## config.mk

```make
export PLATFORM = sky130hd
export DESIGN_NAME = differential_drive_mixer_ramp_core
export DESIGN_NICKNAME = d
export VERILOG_FILES = /design/src/rtl/ddmr_pkg.sv /design/src/rtl/ddmr_alu.sv /design/src/rtl/ddmr_csr.sv /design/src/rtl/differential_drive_mixer_ramp_core.sv
export VERILOG_INCLUDE_DIRS = /design/src /design/src/rtl
export SDC_FILE = /design/constraint.sdc
export NUM_CORES = 2
export LEC_CHECK = 0
export BUFFER_PORTS_ARGS = -buffer_cell sky130_fd_sc_hd__buf_2
export CORE_MARGIN = 4
export CORE_UTILIZATION = 40
export DETAILED_ROUTE_END_ITERATION = 12
export GPL_TIMING_DRIVEN = 0
export PLACE_DENSITY_LB_ADDON = 0.1
export SLEW_MARGIN = 10
export SYNTH_ARGS = -nofsm -noshare
export SYNTH_HDL_FRONTEND = slang
export SYNTH_SLANG_ARGS = --single-unit
```

## constraint.sdc

```tcl
create_clock -name clock -period 26.5 [get_ports clock]
set_input_delay 7.95 -clock clock [delete_from_list [all_inputs] [get_ports clock]]
set_output_delay 7.95 -clock clock [all_outputs]
set_load 0.01 [all_outputs]
```

## src/rtl/differential_drive_mixer_ramp_core_defines.svh

```systemverilog
// assertion helpers for the core rtl file
`ifndef DIFFERENTIAL_DRIVE_MIXER_RAMP_CORE_DEFINES_SVH
`define DIFFERENTIAL_DRIVE_MIXER_RAMP_CORE_DEFINES_SVH

// same-cycle implication
`define DDMR_ASSERT_NOW(label, clk, rst, ante, cons, msg) \
   label: assert property (@(posedge clk) disable iff (rst) (ante) |-> (cons)) \
      else $error(msg);

// next-cycle implication
`define DDMR_ASSERT_NEXT(label, clk, rst, ante, cons, msg) \
   label: assert property (@(posedge clk) disable iff (rst) (ante) |=> (cons)) \
      else $error(msg);

`endif

```

## src/rtl/ddmr_pkg.sv

```systemverilog
package ddmr_pkg;

   localparam int ALU_W  = 22;
   localparam int PROD_W = 2 * ALU_W;

   // floor division by 7 and truncating division by 1000 as reciprocal multiplies
   localparam int DIV7_SHIFT    = 15;
   localparam int DIV1000_SHIFT = 29;
   localparam logic signed [ALU_W-1:0] DIV7_RECIP_POS = ALU_W'(4682);
   localparam logic signed [ALU_W-1:0] DIV7_RECIP_NEG = ALU_W'(4681);
   localparam logic signed [ALU_W-1:0] DIV1000_RECIP  = ALU_W'(536871);

   localparam logic signed [4:0] AXIS_OFFSET = 5'sd7;
   localparam logic [10:0]       GAIN_ONE    = 11'd1000;
   localparam logic [7:0]        DUTY_MAX    = 8'd255;

   localparam logic [7:0]  THROTTLE_SPAN_RST = 8'd150;
   localparam logic [7:0]  STEER_SPAN_RST    = 8'd80;
   localparam logic [2:0]  DEADBAND_RST      = 3'd1;
   localparam logic [6:0]  SLEW_STEP_RST     = 7'd6;
   localparam logic [5:0]  TRIM_STEP_RST     = 6'd2;
   localparam logic [9:0]  BALANCE_MIN_RST   = 10'd850;
   localparam logic [10:0] BALANCE_MAX_RST   = 11'd1150;

   typedef struct packed {
      logic signed [3:0] joy_x;
      logic signed [3:0] joy_y;
   } req_type;

   typedef struct packed {
      logic [7:0]  left_duty;
      logic        left_forward;
      logic [7:0]  right_duty;
      logic        right_forward;
      logic [10:0] balance_gain;
   } rsp_type;

   typedef struct packed {
      logic [7:0]  throttle_span;
      logic [7:0]  steer_span;
      logic [2:0]  deadband;
      logic [6:0]  slew_step;
      logic [5:0]  trim_step;
      logic [9:0]  balance_min;
      logic [10:0] balance_max;
   } cfg_type;

   typedef enum logic [2:0] {
      REG_THROTTLE_SPAN = 3'd0,
      REG_STEER_SPAN    = 3'd1,
      REG_DEADBAND      = 3'd2,
      REG_SLEW_STEP     = 3'd3,
      REG_TRIM_STEP     = 3'd4,
      REG_BALANCE_MIN   = 3'd5,
      REG_BALANCE_MAX   = 3'd6
   } reg_index_type;

   typedef enum logic [2:0] {
      ALU_ADD,
      ALU_SUB,
      ALU_MUL,
      ALU_MUL_DIV7,
      ALU_MUL_DIV1000
   } alu_op_type;

   typedef enum logic [4:0] {
      S_IDLE,
      S_Y_MUL,
      S_Y_DIV,
      S_Y_SUB,
      S_X_MUL,
      S_X_DIV,
      S_X_SUB,
      S_MIX_L,
      S_MIX_R,
      S_G_MUL,
      S_ABS,
      S_G_DIV,
      S_SIGN,
      S_G_ADJ,
      S_L_UP,
      S_L_DN,
      S_R_UP,
      S_R_DN,
      S_DONE
   } state_type;

endpackage

```

## src/rtl/ddmr_alu.sv

```systemverilog
module ddmr_alu (
   input  ddmr_pkg::alu_op_type              op,
   input  logic signed [ddmr_pkg::ALU_W-1:0] a,
   input  logic signed [ddmr_pkg::ALU_W-1:0] b,
   output logic signed [ddmr_pkg::ALU_W-1:0] y
);

   localparam int AW = ddmr_pkg::ALU_W;
   localparam int PW = ddmr_pkg::PROD_W;

   logic signed [PW-1:0] prod;

   assign prod = PW'(a) * PW'(b);

   always_comb begin
      case (op)
         ddmr_pkg::ALU_ADD:         y = a + b;
         ddmr_pkg::ALU_SUB:         y = a - b;
         ddmr_pkg::ALU_MUL:         y = AW'(prod);
         ddmr_pkg::ALU_MUL_DIV7:    y = AW'(prod >>> ddmr_pkg::DIV7_SHIFT);
         ddmr_pkg::ALU_MUL_DIV1000: y = AW'(prod >>> ddmr_pkg::DIV1000_SHIFT);
         default:                   y = '0;
      endcase
   end

endmodule

```

## src/rtl/ddmr_csr.sv

```systemverilog
module ddmr_csr (
   input  logic              clock,
   input  logic              reset,
   input  logic              csr_psel,
   input  logic              csr_penable,
   input  logic              csr_pwrite,
   input  logic [4:0]        csr_paddr,
   input  logic [31:0]       csr_pwdata,
   output logic [31:0]       csr_prdata,
   output logic              csr_pready,
   output ddmr_pkg::cfg_type cfg
);

   ddmr_pkg::cfg_type       cfg_ff;
   ddmr_pkg::cfg_type       cfg_in;
   ddmr_pkg::reg_index_type index;
   logic                    wr_en;

   assign index      = ddmr_pkg::reg_index_type'(csr_paddr[4:2]);
   assign wr_en      = csr_psel && csr_penable && csr_pwrite;
   assign csr_pready = 1'b1;
   assign cfg        = cfg_ff;

   always_comb begin
      cfg_in = cfg_ff;
      if (wr_en) begin
         case (index)
            ddmr_pkg::REG_THROTTLE_SPAN: cfg_in.throttle_span = csr_pwdata[7:0];
            ddmr_pkg::REG_STEER_SPAN:    cfg_in.steer_span    = csr_pwdata[7:0];
            ddmr_pkg::REG_DEADBAND:      cfg_in.deadband      = csr_pwdata[2:0];
            ddmr_pkg::REG_SLEW_STEP:     cfg_in.slew_step     = csr_pwdata[6:0];
            ddmr_pkg::REG_TRIM_STEP:     cfg_in.trim_step     = csr_pwdata[5:0];
            ddmr_pkg::REG_BALANCE_MIN:   cfg_in.balance_min   = csr_pwdata[9:0];
            ddmr_pkg::REG_BALANCE_MAX:   cfg_in.balance_max   = csr_pwdata[10:0];
            default: ;
         endcase
      end
   end

   always_comb begin
      case (index)
         ddmr_pkg::REG_THROTTLE_SPAN: csr_prdata = 32'(cfg_ff.throttle_span);
         ddmr_pkg::REG_STEER_SPAN:    csr_prdata = 32'(cfg_ff.steer_span);
         ddmr_pkg::REG_DEADBAND:      csr_prdata = 32'(cfg_ff.deadband);
         ddmr_pkg::REG_SLEW_STEP:     csr_prdata = 32'(cfg_ff.slew_step);
         ddmr_pkg::REG_TRIM_STEP:     csr_prdata = 32'(cfg_ff.trim_step);
         ddmr_pkg::REG_BALANCE_MIN:   csr_prdata = 32'(cfg_ff.balance_min);
         ddmr_pkg::REG_BALANCE_MAX:   csr_prdata = 32'(cfg_ff.balance_max);
         default:                     csr_prdata = '0;
      endcase
   end

   always_ff @(posedge clock) begin
      if (reset) begin
         cfg_ff.throttle_span <= ddmr_pkg::THROTTLE_SPAN_RST;
         cfg_ff.steer_span    <= ddmr_pkg::STEER_SPAN_RST;
         cfg_ff.deadband      <= ddmr_pkg::DEADBAND_RST;
         cfg_ff.slew_step     <= ddmr_pkg::SLEW_STEP_RST;
         cfg_ff.trim_step     <= ddmr_pkg::TRIM_STEP_RST;
         cfg_ff.balance_min   <= ddmr_pkg::BALANCE_MIN_RST;
         cfg_ff.balance_max   <= ddmr_pkg::BALANCE_MAX_RST;
      end else begin
         cfg_ff <= cfg_in;
      end
   end

endmodule

```

## src/rtl/differential_drive_mixer_ramp_core.sv

```systemverilog
// Differential-drive mixer: each joystick transfer (joy_x, joy_y) is dead-zoned, scaled to
// speed and turn, mixed into left and right targets, the left target is scaled by the
// adaptive balance gain, and both motor outputs ramp toward their targets by the slew step.
// A sequencer runs 17 steps through a single shared add/subtract/multiply unit, a done
// state then places the result, and the block accepts again on the cycle after, so a new
// transfer is accepted only once the previous result has been placed. req_stall is high
// while a transfer is being worked on and while a finished result cannot be placed because
// the previous one is still stalled.
// The result register holds one result, so the next transfer is accepted while it waits.
// Registers sit at byte address 4*i (throttle span, steer span, dead zone width, slew step,
// balance trim step, balance_min, balance_max) and should only be written when the block
// is idle.
`include "differential_drive_mixer_ramp_core_defines.svh"

module differential_drive_mixer_ramp_core (
   input  logic              clock,
   input  logic              reset,
   input  logic              req_valid,
   output logic              req_stall,
   input  ddmr_pkg::req_type req_data,
   output logic              rsp_valid,
   input  logic              rsp_stall,
   output ddmr_pkg::rsp_type rsp_data,
   input  logic              csr_psel,
   input  logic              csr_penable,
   input  logic              csr_pwrite,
   input  logic [4:0]        csr_paddr,
   input  logic [31:0]       csr_pwdata,
   output logic [31:0]       csr_prdata,
   output logic              csr_pready
);

   localparam int AW = ddmr_pkg::ALU_W;

   ddmr_pkg::cfg_type    cfg;
   ddmr_pkg::state_type  state_ff, state_in;
   ddmr_pkg::alu_op_type alu_op;
   logic signed [AW-1:0] alu_a, alu_b, alu_y;

   logic signed [4:0]    kx_ff, kx_in, ky_ff, ky_in;
   logic signed [AW-1:0] acc_ff, acc_in;
   logic signed [9:0]    speed_ff, speed_in, turn_ff, turn_in;
   logic signed [11:0]   lt_ff, lt_in, rt_ff, rt_in;
   logic                 neg_ff, neg_in;
   logic [10:0]          gain_ff, gain_in;
   logic signed [11:0]   lout_ff, lout_in, rout_ff, rout_in;
   logic                 rsp_valid_ff, rsp_valid_in;
   ddmr_pkg::rsp_type    rsp_data_ff, rsp_data_in;

   logic [3:0]           x_abs, y_abs;
   logic signed [4:0]    kx_new, ky_new;
   logic                 gain_upd;
   logic signed [AW-1:0] step_s, bal_step_s, bmin_s, bmax_s;
   logic [11:0]          lmag, rmag;
   logic [7:0]           lduty, rduty;

   logic                 in_fire, out_fire, out_held, done_go;
   logic                 at_first, at_idle, at_done, at_gadj, rev_ok;

   ddmr_csr u_csr (
      .clock       (clock),
      .reset       (reset),
      .csr_psel    (csr_psel),
      .csr_penable (csr_penable),
      .csr_pwrite  (csr_pwrite),
      .csr_paddr   (csr_paddr),
      .csr_pwdata  (csr_pwdata),
      .csr_prdata  (csr_prdata),
      .csr_pready  (csr_pready),
      .cfg         (cfg)
   );

   ddmr_alu u_alu (
      .op (alu_op),
      .a  (alu_a),
      .b  (alu_b),
      .y  (alu_y)
   );

   // dead zone and axis offset
   assign x_abs  = req_data.joy_x[3] ? 4'(-req_data.joy_x) : req_data.joy_x;
   assign y_abs  = req_data.joy_y[3] ? 4'(-req_data.joy_y) : req_data.joy_y;
   assign kx_new = (x_abs <= {1'b0, cfg.deadband}) ? ddmr_pkg::AXIS_OFFSET :
                   5'({req_data.joy_x[3], req_data.joy_x}) + ddmr_pkg::AXIS_OFFSET;
   assign ky_new = (y_abs <= {1'b0, cfg.deadband}) ? ddmr_pkg::AXIS_OFFSET :
                   5'({req_data.joy_y[3], req_data.joy_y}) + ddmr_pkg::AXIS_OFFSET;

   assign gain_upd   = (turn_ff == '0) && (speed_ff != '0);
   assign step_s     = AW'(cfg.slew_step);
   assign bal_step_s = AW'(cfg.trim_step);
   assign bmin_s     = AW'(cfg.balance_min);
   assign bmax_s     = AW'(cfg.balance_max);

   // duty magnitude
   assign lmag  = lout_ff[11] ? 12'(-lout_ff) : lout_ff;
   assign rmag  = rout_ff[11] ? 12'(-rout_ff) : rout_ff;
   assign lduty = (lmag > 12'(ddmr_pkg::DUTY_MAX)) ? ddmr_pkg::DUTY_MAX : lmag[7:0];
   assign rduty = (rmag > 12'(ddmr_pkg::DUTY_MAX)) ? ddmr_pkg::DUTY_MAX : rmag[7:0];

   assign req_stall = (state_ff != ddmr_pkg::S_IDLE);
   assign rsp_valid = rsp_valid_ff;
   assign rsp_data  = rsp_data_ff;

   always_comb begin
      state_in     = state_ff;
      kx_in        = kx_ff;
      ky_in        = ky_ff;
      acc_in       = acc_ff;
      speed_in     = speed_ff;
      turn_in      = turn_ff;
      lt_in        = lt_ff;
      rt_in        = rt_ff;
      neg_in       = neg_ff;
      gain_in      = gain_ff;
      lout_in      = lout_ff;
      rout_in      = rout_ff;
      rsp_valid_in = rsp_valid_ff && rsp_stall;
      rsp_data_in  = rsp_data_ff;
      alu_op       = ddmr_pkg::ALU_ADD;
      alu_a        = '0;
      alu_b        = '0;
      case (state_ff)
         ddmr_pkg::S_IDLE: begin
            if (req_valid) begin
               kx_in    = kx_new;
               ky_in    = ky_new;
               state_in = ddmr_pkg::S_Y_MUL;
            end
         end
         // speed = floor(k*max/7) - max
         ddmr_pkg::S_Y_MUL: begin
            alu_op   = ddmr_pkg::ALU_MUL;
            alu_a    = AW'(cfg.throttle_span);
            alu_b    = AW'(ky_ff);
            acc_in   = alu_y;
            state_in = ddmr_pkg::S_Y_DIV;
         end
         ddmr_pkg::S_Y_DIV: begin
            alu_op   = ddmr_pkg::ALU_MUL_DIV7;
            alu_a    = acc_ff;
            alu_b    = ky_ff[4] ? ddmr_pkg::DIV7_RECIP_NEG : ddmr_pkg::DIV7_RECIP_POS;
            acc_in   = alu_y;
            state_in = ddmr_pkg::S_Y_SUB;
         end
         ddmr_pkg::S_Y_SUB: begin
            alu_op   = ddmr_pkg::ALU_SUB;
            alu_a    = acc_ff;
            alu_b    = AW'(cfg.throttle_span);
            speed_in = alu_y[9:0];
            state_in = ddmr_pkg::S_X_MUL;
         end
         ddmr_pkg::S_X_MUL: begin
            alu_op   = ddmr_pkg::ALU_MUL;
            alu_a    = AW'(cfg.steer_span);
            alu_b    = AW'(kx_ff);
            acc_in   = alu_y;
            state_in = ddmr_pkg::S_X_DIV;
         end
         ddmr_pkg::S_X_DIV: begin
            alu_op   = ddmr_pkg::ALU_MUL_DIV7;
            alu_a    = acc_ff;
            alu_b    = kx_ff[4] ? ddmr_pkg::DIV7_RECIP_NEG : ddmr_pkg::DIV7_RECIP_POS;
            acc_in   = alu_y;
            state_in = ddmr_pkg::S_X_SUB;
         end
         ddmr_pkg::S_X_SUB: begin
            alu_op   = ddmr_pkg::ALU_SUB;
            alu_a    = acc_ff;
            alu_b    = AW'(cfg.steer_span);
            turn_in  = alu_y[9:0];
            state_in = ddmr_pkg::S_MIX_L;
         end
         ddmr_pkg::S_MIX_L: begin
            alu_op   = ddmr_pkg::ALU_ADD;
            alu_a    = AW'(speed_ff);
            alu_b    = AW'(turn_ff);
            lt_in    = alu_y[11:0];
            state_in = ddmr_pkg::S_MIX_R;
         end
         ddmr_pkg::S_MIX_R: begin
            alu_op   = ddmr_pkg::ALU_SUB;
            alu_a    = AW'(speed_ff);
            alu_b    = AW'(turn_ff);
            rt_in    = alu_y[11:0];
            state_in = ddmr_pkg::S_G_MUL;
         end
         // left target times gain, truncated toward zero
         ddmr_pkg::S_G_MUL: begin
            alu_op   = ddmr_pkg::ALU_MUL;
            alu_a    = AW'(lt_ff);
            alu_b    = AW'(gain_ff);
            acc_in   = alu_y;
            state_in = ddmr_pkg::S_ABS;
         end
         ddmr_pkg::S_ABS: begin
            alu_op   = ddmr_pkg::ALU_SUB;
            alu_b    = acc_ff;
            neg_in   = acc_ff[AW-1];
            acc_in   = acc_ff[AW-1] ? alu_y : acc_ff;
            state_in = ddmr_pkg::S_G_DIV;
         end
         ddmr_pkg::S_G_DIV: begin
            alu_op   = ddmr_pkg::ALU_MUL_DIV1000;
            alu_a    = acc_ff;
            alu_b    = ddmr_pkg::DIV1000_RECIP;
            acc_in   = alu_y;
            state_in = ddmr_pkg::S_SIGN;
         end
         ddmr_pkg::S_SIGN: begin
            alu_op   = ddmr_pkg::ALU_SUB;
            alu_b    = acc_ff;
            lt_in    = neg_ff ? alu_y[11:0] : acc_ff[11:0];
            state_in = ddmr_pkg::S_G_ADJ;
         end
         // balance adapt on previous outputs when turn is zero and speed is not, then clamp with min taking priority
         ddmr_pkg::S_G_ADJ: begin
            alu_op = (lout_ff > rout_ff) ? ddmr_pkg::ALU_SUB : ddmr_pkg::ALU_ADD;
            alu_a  = AW'(gain_ff);
            alu_b  = (lout_ff == rout_ff) ? '0 : bal_step_s;
            if (gain_upd) begin
               if (alu_y < bmin_s) begin
                  gain_in = {1'b0, cfg.balance_min};
               end else if (alu_y > bmax_s) begin
                  gain_in = cfg.balance_max;
               end else begin
                  gain_in = alu_y[10:0];
               end
            end
            state_in = ddmr_pkg::S_L_UP;
         end
         ddmr_pkg::S_L_UP: begin
            alu_op = ddmr_pkg::ALU_ADD;
            alu_a  = AW'(lout_ff);
            alu_b  = step_s;
            if (lout_ff < lt_ff) begin
               lout_in = alu_y[11:0];
            end
            state_in = ddmr_pkg::S_L_DN;
         end
         ddmr_pkg::S_L_DN: begin
            alu_op = ddmr_pkg::ALU_SUB;
            alu_a  = AW'(lout_ff);
            alu_b  = step_s;
            if (lout_ff > lt_ff) begin
               lout_in = alu_y[11:0];
            end
            state_in = ddmr_pkg::S_R_UP;
         end
         ddmr_pkg::S_R_UP: begin
            alu_op = ddmr_pkg::ALU_ADD;
            alu_a  = AW'(rout_ff);
            alu_b  = step_s;
            if (rout_ff < rt_ff) begin
               rout_in = alu_y[11:0];
            end
            state_in = ddmr_pkg::S_R_DN;
         end
         ddmr_pkg::S_R_DN: begin
            alu_op = ddmr_pkg::ALU_SUB;
            alu_a  = AW'(rout_ff);
            alu_b  = step_s;
            if (rout_ff > rt_ff) begin
               rout_in = alu_y[11:0];
            end
            state_in = ddmr_pkg::S_DONE;
         end
         ddmr_pkg::S_DONE: begin
            if (!rsp_valid_ff || !rsp_stall) begin
               rsp_valid_in               = 1'b1;
               rsp_data_in.left_duty      = lduty;
               rsp_data_in.left_forward   = ~lout_ff[11];
               rsp_data_in.right_duty     = rduty;
               rsp_data_in.right_forward  = ~rout_ff[11];
               rsp_data_in.balance_gain   = gain_ff;
               state_in                   = ddmr_pkg::S_IDLE;
            end
         end
         default: begin
            state_in = ddmr_pkg::S_IDLE;
         end
      endcase
   end

   always_ff @(posedge clock) begin
      if (reset) begin
         state_ff     <= ddmr_pkg::S_IDLE;
         rsp_valid_ff <= 1'b0;
         gain_ff      <= ddmr_pkg::GAIN_ONE;
         lout_ff      <= '0;
         rout_ff      <= '0;
      end else begin
         state_ff     <= state_in;
         rsp_valid_ff <= rsp_valid_in;
         gain_ff      <= gain_in;
         lout_ff      <= lout_in;
         rout_ff      <= rout_in;
      end
   end

   always_ff @(posedge clock) begin
      kx_ff       <= kx_in;
      ky_ff       <= ky_in;
      acc_ff      <= acc_in;
      speed_ff    <= speed_in;
      turn_ff     <= turn_in;
      lt_ff       <= lt_in;
      rt_ff       <= rt_in;
      neg_ff      <= neg_in;
      rsp_data_ff <= rsp_data_in;
   end

   assign in_fire  = req_valid && !req_stall;
   assign out_fire = rsp_valid && !rsp_stall;
   assign out_held = rsp_valid && rsp_stall;
   assign at_first = (state_ff == ddmr_pkg::S_Y_MUL);
   assign at_idle  = (state_ff == ddmr_pkg::S_IDLE);
   assign at_done  = (state_ff == ddmr_pkg::S_DONE);
   assign at_gadj  = (state_ff == ddmr_pkg::S_G_ADJ);
   assign done_go  = at_done && !out_held;
   assign rev_ok   = (rsp_data.left_forward || rsp_data.left_duty != 8'd0) &&
                     (rsp_data.right_forward || rsp_data.right_duty != 8'd0);

   `DDMR_ASSERT_NEXT(a_accept_starts, clock, reset, in_fire, at_first, "sequence not started")
   `DDMR_ASSERT_NEXT(a_done_delivers, clock, reset, done_go, rsp_valid && at_idle, "result lost")
   `DDMR_ASSERT_NEXT(a_taken_clears, clock, reset, out_fire && !at_done, !rsp_valid, "repeat")
   `DDMR_ASSERT_NEXT(a_gain_hold, clock, reset, !at_gadj, $stable(gain_ff), "gain moved")
   `DDMR_ASSERT_NOW(a_reverse_nonzero, clock, reset, rsp_valid, rev_ok, "reverse with zero duty")

endmodule
```

* After elaboration in Yosys (flattened, before gate mapping) *
Cells that the tools add are included.

storage, ports and cells
  register bits = 200
  input port bits = 52
  output and inout bits = 64

operators by class
  add/subtract/negate cells = 8
  multiply operators = 1
  order comparisons = 11
  equality and inequality tests = 36
  multiplexer cells = 30
  bitwise gates (word level) = 2
  reduce and logical (&&, ||, !) cells = 41

operators with widths
  cell                                                                   count
  22-bit one-hot mux with 12 select lines                                1
  22-bit one-hot mux with 8 select lines                                 1
  22-bit one-hot mux with 5 select lines                                 1
  5-bit one-hot mux with 19 select lines                                 1
  12-bit 2-to-1 mux                                                      7
  11-bit one-hot mux with 7 select lines                                 1
  12-bit one-hot mux with 2 select lines                                 3
  22-bit by 22-bit multiplier with 44-bit output                         1
  22-bit one-hot mux with 2 select lines                                 1
  5-bit by 4-bit equality test with 1-bit output, second input constant  8
  12-bit > comparator                                                    3
  12-bit by 8-bit > comparator with 1-bit output, second input constant  2
  12-bit < comparator                                                    2
  12-bit negation                                                        2
  2-bit AND reduction                                                    12
  22-bit adder                                                           1
  22-bit by 12-bit > comparator with 1-bit output                        1
  22-bit by 11-bit < comparator with 1-bit output                        1
  11-bit 2-to-1 mux                                                      2
  22-bit 2-to-1 mux                                                      1
  22-bit subtractor                                                      1
  5-bit by 3-bit equality test with 1-bit output, second input constant  4
  5-bit equality test, second input constant                             3
  3-bit one-hot mux with 5 select lines                                  1
  other kinds (33)                                                       68

* Logic depth before layout (Yosys ltp) *
  depth after elaboration = 8
  depth in mapped cells = 49
  gate-level depth less buffers = 41

* Hierarchy *
From an unflattened synthesis, not the netlist that was laid out.

second synthesis, totals
  cell total of the unflattened synthesis = 3569
  area total of the unflattened synthesis = 31935.6 µm²

by module, submodules not included
  module                              instances  cells each  area each (µm²)
  ddmr_alu                            1          2348        20118.0
  differential_drive_mixer_ramp_core  1          919         9031.2
  ddmr_csr                            1          302         2786.4

* Worst setup path after synthesis *
OpenSTA, ideal clock, no wires.

  path type = in2out
  from = input port csr_paddr[2]
  to = output port csr_prdata[0]
  arrival time = 9.124 ns
  required time = 18.550 ns
  setup slack = 9.426 ns
  cell stages on the path = 3
  cell sequence = buf_1 mux4_2 mux2_2

between the ends
  word-level cells in the longest chain between the ends = 2
  elaborated cells on any way between the ends = 8

ends and longest elaborated chain
  item                                         line                                      RTL
  start: declaration                           differential_drive_mixer_ramp_core.sv:27  input logic [4:0] csr_paddr,
  3-bit equality test (tied with other cells)  ddmr_csr.sv:41                            case (index)
  11-bit one-hot mux with 7 select lines *     ddmr_csr.sv:41
  end: declaration                             differential_drive_mixer_ramp_core.sv:29  output logic [31:0] csr_prdata,

Mark *: on every way between the ends. The rest lies on a longest branch, timed or not.

* Worst setup path in the final report *
  from = input port csr_paddr[3]
  to = output port csr_prdata[3]

Same word-level chain as after synthesis.

==> metrics.json <==
{
  "ir_worst_vdd": {"value": 0.00007895, "unit": "V"},
  "wire_per_inst": {"value": 23.74, "unit": "microns"},
  "detail_route.wirelength": {"value": 114.8, "unit": "mm"},
  "clk_latency": {"value": 460, "unit": "ps"},
  "clockBufferDepth": {"value": 2},
  "area_share_of_fa_ha_maj_cells_after_synthesis": {"value": 40.34, "unit": "%"},
  "clk_pin_slew_worst_paths": {"value": 80, "unit": "ps"},
  "floorplan.core_area": {"value": 0.07900, "unit": "sq mm"},
  "place.gp.congestion": {"value": 0.9809},
  "grt_pass1_wl": {"value": 171.9, "unit": "mm"},
  "synth_seq_area_share": {"value": 15.90, "unit": "%"},
  "timing.fmax": {"value": 56.03, "unit": "MHz"},
  "placement.cell_area": {"value": 0.03380, "unit": "sq mm"},
  "max_slew_margin": {"value": 8.333, "unit": "%"},
  "timing_max_transition_violations_final": {"value": 0},
  "die-area": {"value": 0.08424, "unit": "sq mm"},
  "cts-hold-fix-buffers": {"value": 0},
  "synth.area.mux_share": {"value": 2.278, "unit": "%"},
  "post_synth_top_cells": {"value": "sky130_fd_sc_hd__inv_1, sky130_fd_sc_hd__fa_1, sky130_fd_sc_hd__nand2_1"},
  "routed_via_density": {"value": 5.491},
  "cts_root_buffer": {"value": "sky130_fd_sc_hd__clkbuf_16"},
  "synth_top_family_by_area": {"value": "adder cells"},
  "detailedPlace.worstSlack": {"value": 8648, "unit": "ps"},
  "finalCritPeriodShare": {"value": 67.35, "unit": "%"},
  "outcome": {"value": "completed"},
  "synth-simple-area-share": {"value": 15.33, "unit": "%"},
  "design_power_total": {"value": 0.003165, "unit": "W"},
  "maxCapViolCount": {"value": 0},
  "route.vias.total": {"value": 26551},
  "power_density_over_cell_area": {"value": 92.11, "unit": "mW/mm^2"},
  "rsz_0062_raised_after_global_routing": {"value": "false"},
  "design.portCount": {"value": 116},
  "synth_compound_area_share": {"value": 12.13, "unit": "%"},
  "grt_overflow": {"value": 0},
  "final-setup-viol-count": {"value": 0},
  "buffers_added_on_ports": {"value": 69},
  "endpoint_kind": {"value": "output pin"},
  "finalClockSkew": {"value": 17.78, "unit": "ps"},
  "cts_resized": {"value": 0},
  "postSynthRegisterBits": {"value": 200},
  "synth_enable_flop_cells": {"value": 106},
  "layout_setup_ws": {"value": 8651, "unit": "ps"},
  "mappedNetlistArea": {"value": 0.03186, "unit": "sq mm"},
  "postSynthAreaPerCell": {"value": 8.732, "unit": "sq um"},
  "synthesis.instances": {"value": 3649},
  "antenna_violating_nets_post_route": {"value": 0},
  "cts_tree": {"value": "done"},
  "drc": {"value": 0},
  "hold_class": {"value": "flip-flop to flip-flop"},
  "post_cts.repair.setup_buffers": {"value": 0},
  "final_net_count": {"value": 4549},
  "power_leakage": {"value": 16.26, "unit": "nW"},
  "finalCriticalPeriod": {"value": 17850, "unit": "ps"},
  "clkSinkCount": {"value": 200},
  "layout-drive-gt1-share": {"value": 5.920, "unit": "%"},
  "worst-endpoint-required": {"value": 18550, "unit": "ps"},
  "placement_rows": {"value": 103},
  "fp.dieW": {"value": 290.2, "unit": "microns"},
  "synth_most_common_cell": {"value": "sky130_fd_sc_hd__inv_1"},
  "worst-path-max-fanout": {"value": 10},
  "globalRouteTotalUtil": {"value": 27.02, "unit": "%"},
  "cts_max_level": {"value": 4},
  "post_synth_main_area_contributors": {"value": "sky130_fd_sc_hd__fa_1, sky130_fd_sc_hd__edfxtp_1, sky130_fd_sc_hd__ha_1"},
  "numCtsBuffers": {"value": 17},
  "ys.warnings.count": {"value": 0},
  "grt_pass1_vias": {"value": 26450},
  "hold-worst-slack": {"value": 525.5, "unit": "ps"},
  "area_growth": {"value": 7.850, "unit": "%"},
  "grt_max_degree": {"value": 26},
  "synth_largest_area_cell": {"value": "sky130_fd_sc_hd__fa_1"},
  "cell_variety_after_synth": {"value": 95},
  "setup-tns-final": {"value": 0, "unit": "ps"},
  "critical_path.startpoint_type": {"value": "input port"},
  "path_class": {"value": "input port to output pin"},
  "worst_slew_pin_slew": {"value": 1366, "unit": "ps"},
  "ys.flop_type": {"value": "sky130_fd_sc_hd__edfxtp_1"},
  "stdcell_area": {"value": 0.03436, "unit": "sq mm"},
  "synth-async-reset-ratio": {"value": 0, "unit": "%"},
  "post-synth-top-area-fraction": {"value": 31.54, "unit": "%"},
  "detailedPlacementHpwl": {"value": 95.54, "unit": "mm"},
  "nFillCells": {"value": 8066},
  "pre_antenna_drt_iters": {"value": 8},
  "cp.arrival": {"value": 9900, "unit": "ps"},
  "floorplan.initialDensity": {"value": 40.33, "unit": "%"},
  "initialDrtViolationCount": {"value": 2604},
  "synthXorXnorAreaFrac": {"value": 2.415, "unit": "%"},
  "die_h": {"value": 290.2, "unit": "microns"},
  "final_hold_viol_count": {"value": 0},
  "antenna_found_initial": {"value": 1}
}
power by group:
| group | switching [W] | leakage [nW] | internal, W | total (W) |
|---|---|---|---|---|
| combinational | 0.00167 | 14.2 | 0.000774 | 0.00245 |
| sequential | 0.0000368 | 1.75 | 0.000417 | 0.000453 |
| clock | 0.000140 | 0.282 | 0.000125 | 0.000265 |
| total | 0.00185 | 16.3 | 0.00132 | 0.00317 |
placed cells by master, fill, tap and decap left out, drive strengths merged, types with 21 or more instances in the layout:
cell type	netlist	routed
inv	740	750
fa	502	502
nand2	471	471
nor2	252	252
ha	224	224
clkbuf	137	155
buf	66	149
a21oi	139	139
edfxtp	106	106
dfxtp	94	94
o21ai	76	76
xnor2	65	65
mux2i	53	53
nor3	51	51
nand4	46	46
nor2b	43	43
a211oi	43	43
nand3	36	36
a21o	31	31
and2	29	29
nand2b	25	25
a31oi	25	25
a211o	25	25
a222oi	24	24
and3	23	23
o211ai	22	22
xor2	22	22
conb	2	22
a22oi	21	21
final cells by class:
class / instances / area, sq um / share of cell area [%]
multi-input cells: 2522 / 23250 / 67.66
flip-flops and latches: 200 / 5065 / 14.74
inverters: 744 / 2793 / 8.127
well taps: 1050 / 1314 / 3.823
plain buffers: 203 / 898.4 / 2.614
repair buffers: 83 / 480.5 / 1.398
clock buffers: 18 / 429.2 / 1.249
clock inverters: 14 / 130.1 / 0.3787
diodes: 1 / 2.502 / 0.007282
flip-flops by register name, summed over array words and instances, names as in the netlist, 11 cells and up:
register / count
u_csr.cfg: 53
rout_ff: 12
lout_ff: 12
lt_ff: 12
rt_ff: 12
acc_ff: 22
gain_ff: 11
rsp_data: 29
per-layer routing:
layer	up-vias	track usage, %	part of all wire [%]
met5	-	0	0.0096
met4	2	5.146	2.1
met3	114	3.668	7.6
met2	1069	42.48	45
met1	13416	40.22	45
li1	11950	-	-
final timing paths:
| path | start | cells after the start | slack (ps) | end |
|---|---|---|---|---|
| max reg2reg | state_ff[2] | 44 | 10550 | gain_ff[7] |
| max | csr_paddr[3] | 7 | 8650 | csr_prdata[3] |
| min reg2reg | u_csr.cfg[48] | 2 | 530 | u_csr.cfg[48] |
| min | u_csr.cfg[48] | 2 | 530 | u_csr.cfg[48] |
critical path, cell delays in order:
cell                       delay (ps)
sky130_fd_sc_hd__buf_2            110
sky130_fd_sc_hd__buf_1            530
sky130_fd_sc_hd__clkbuf_1         470
sky130_fd_sc_hd__nor2_1           120
sky130_fd_sc_hd__a221oi_1         430
sky130_fd_sc_hd__a21oi_1          100
sky130_fd_sc_hd__buf_2            170
per-stage QoR:
step	util [%]	cells
after global placement	42.53	4788
after CTS	43.49	4834
after detailed placement	42.79	4802
final	43.50	4835
after floorplan	-	3669
after global routing	43.50	4834
kinds of logic (layout without fill, tap and decap cells):
group,after synthesis,count (layout)
multiplexers,67,67
flip-flops,200,200
XOR/XNOR,87,87
adder cells (fa/ha/maj),726,726
buffers and inverters,947,1062
AND/OR/NAND/NOR,1063,1063
AO/OA/AOI/OAI,557,557
other,2,23
(Power assumes the default switching activity.)
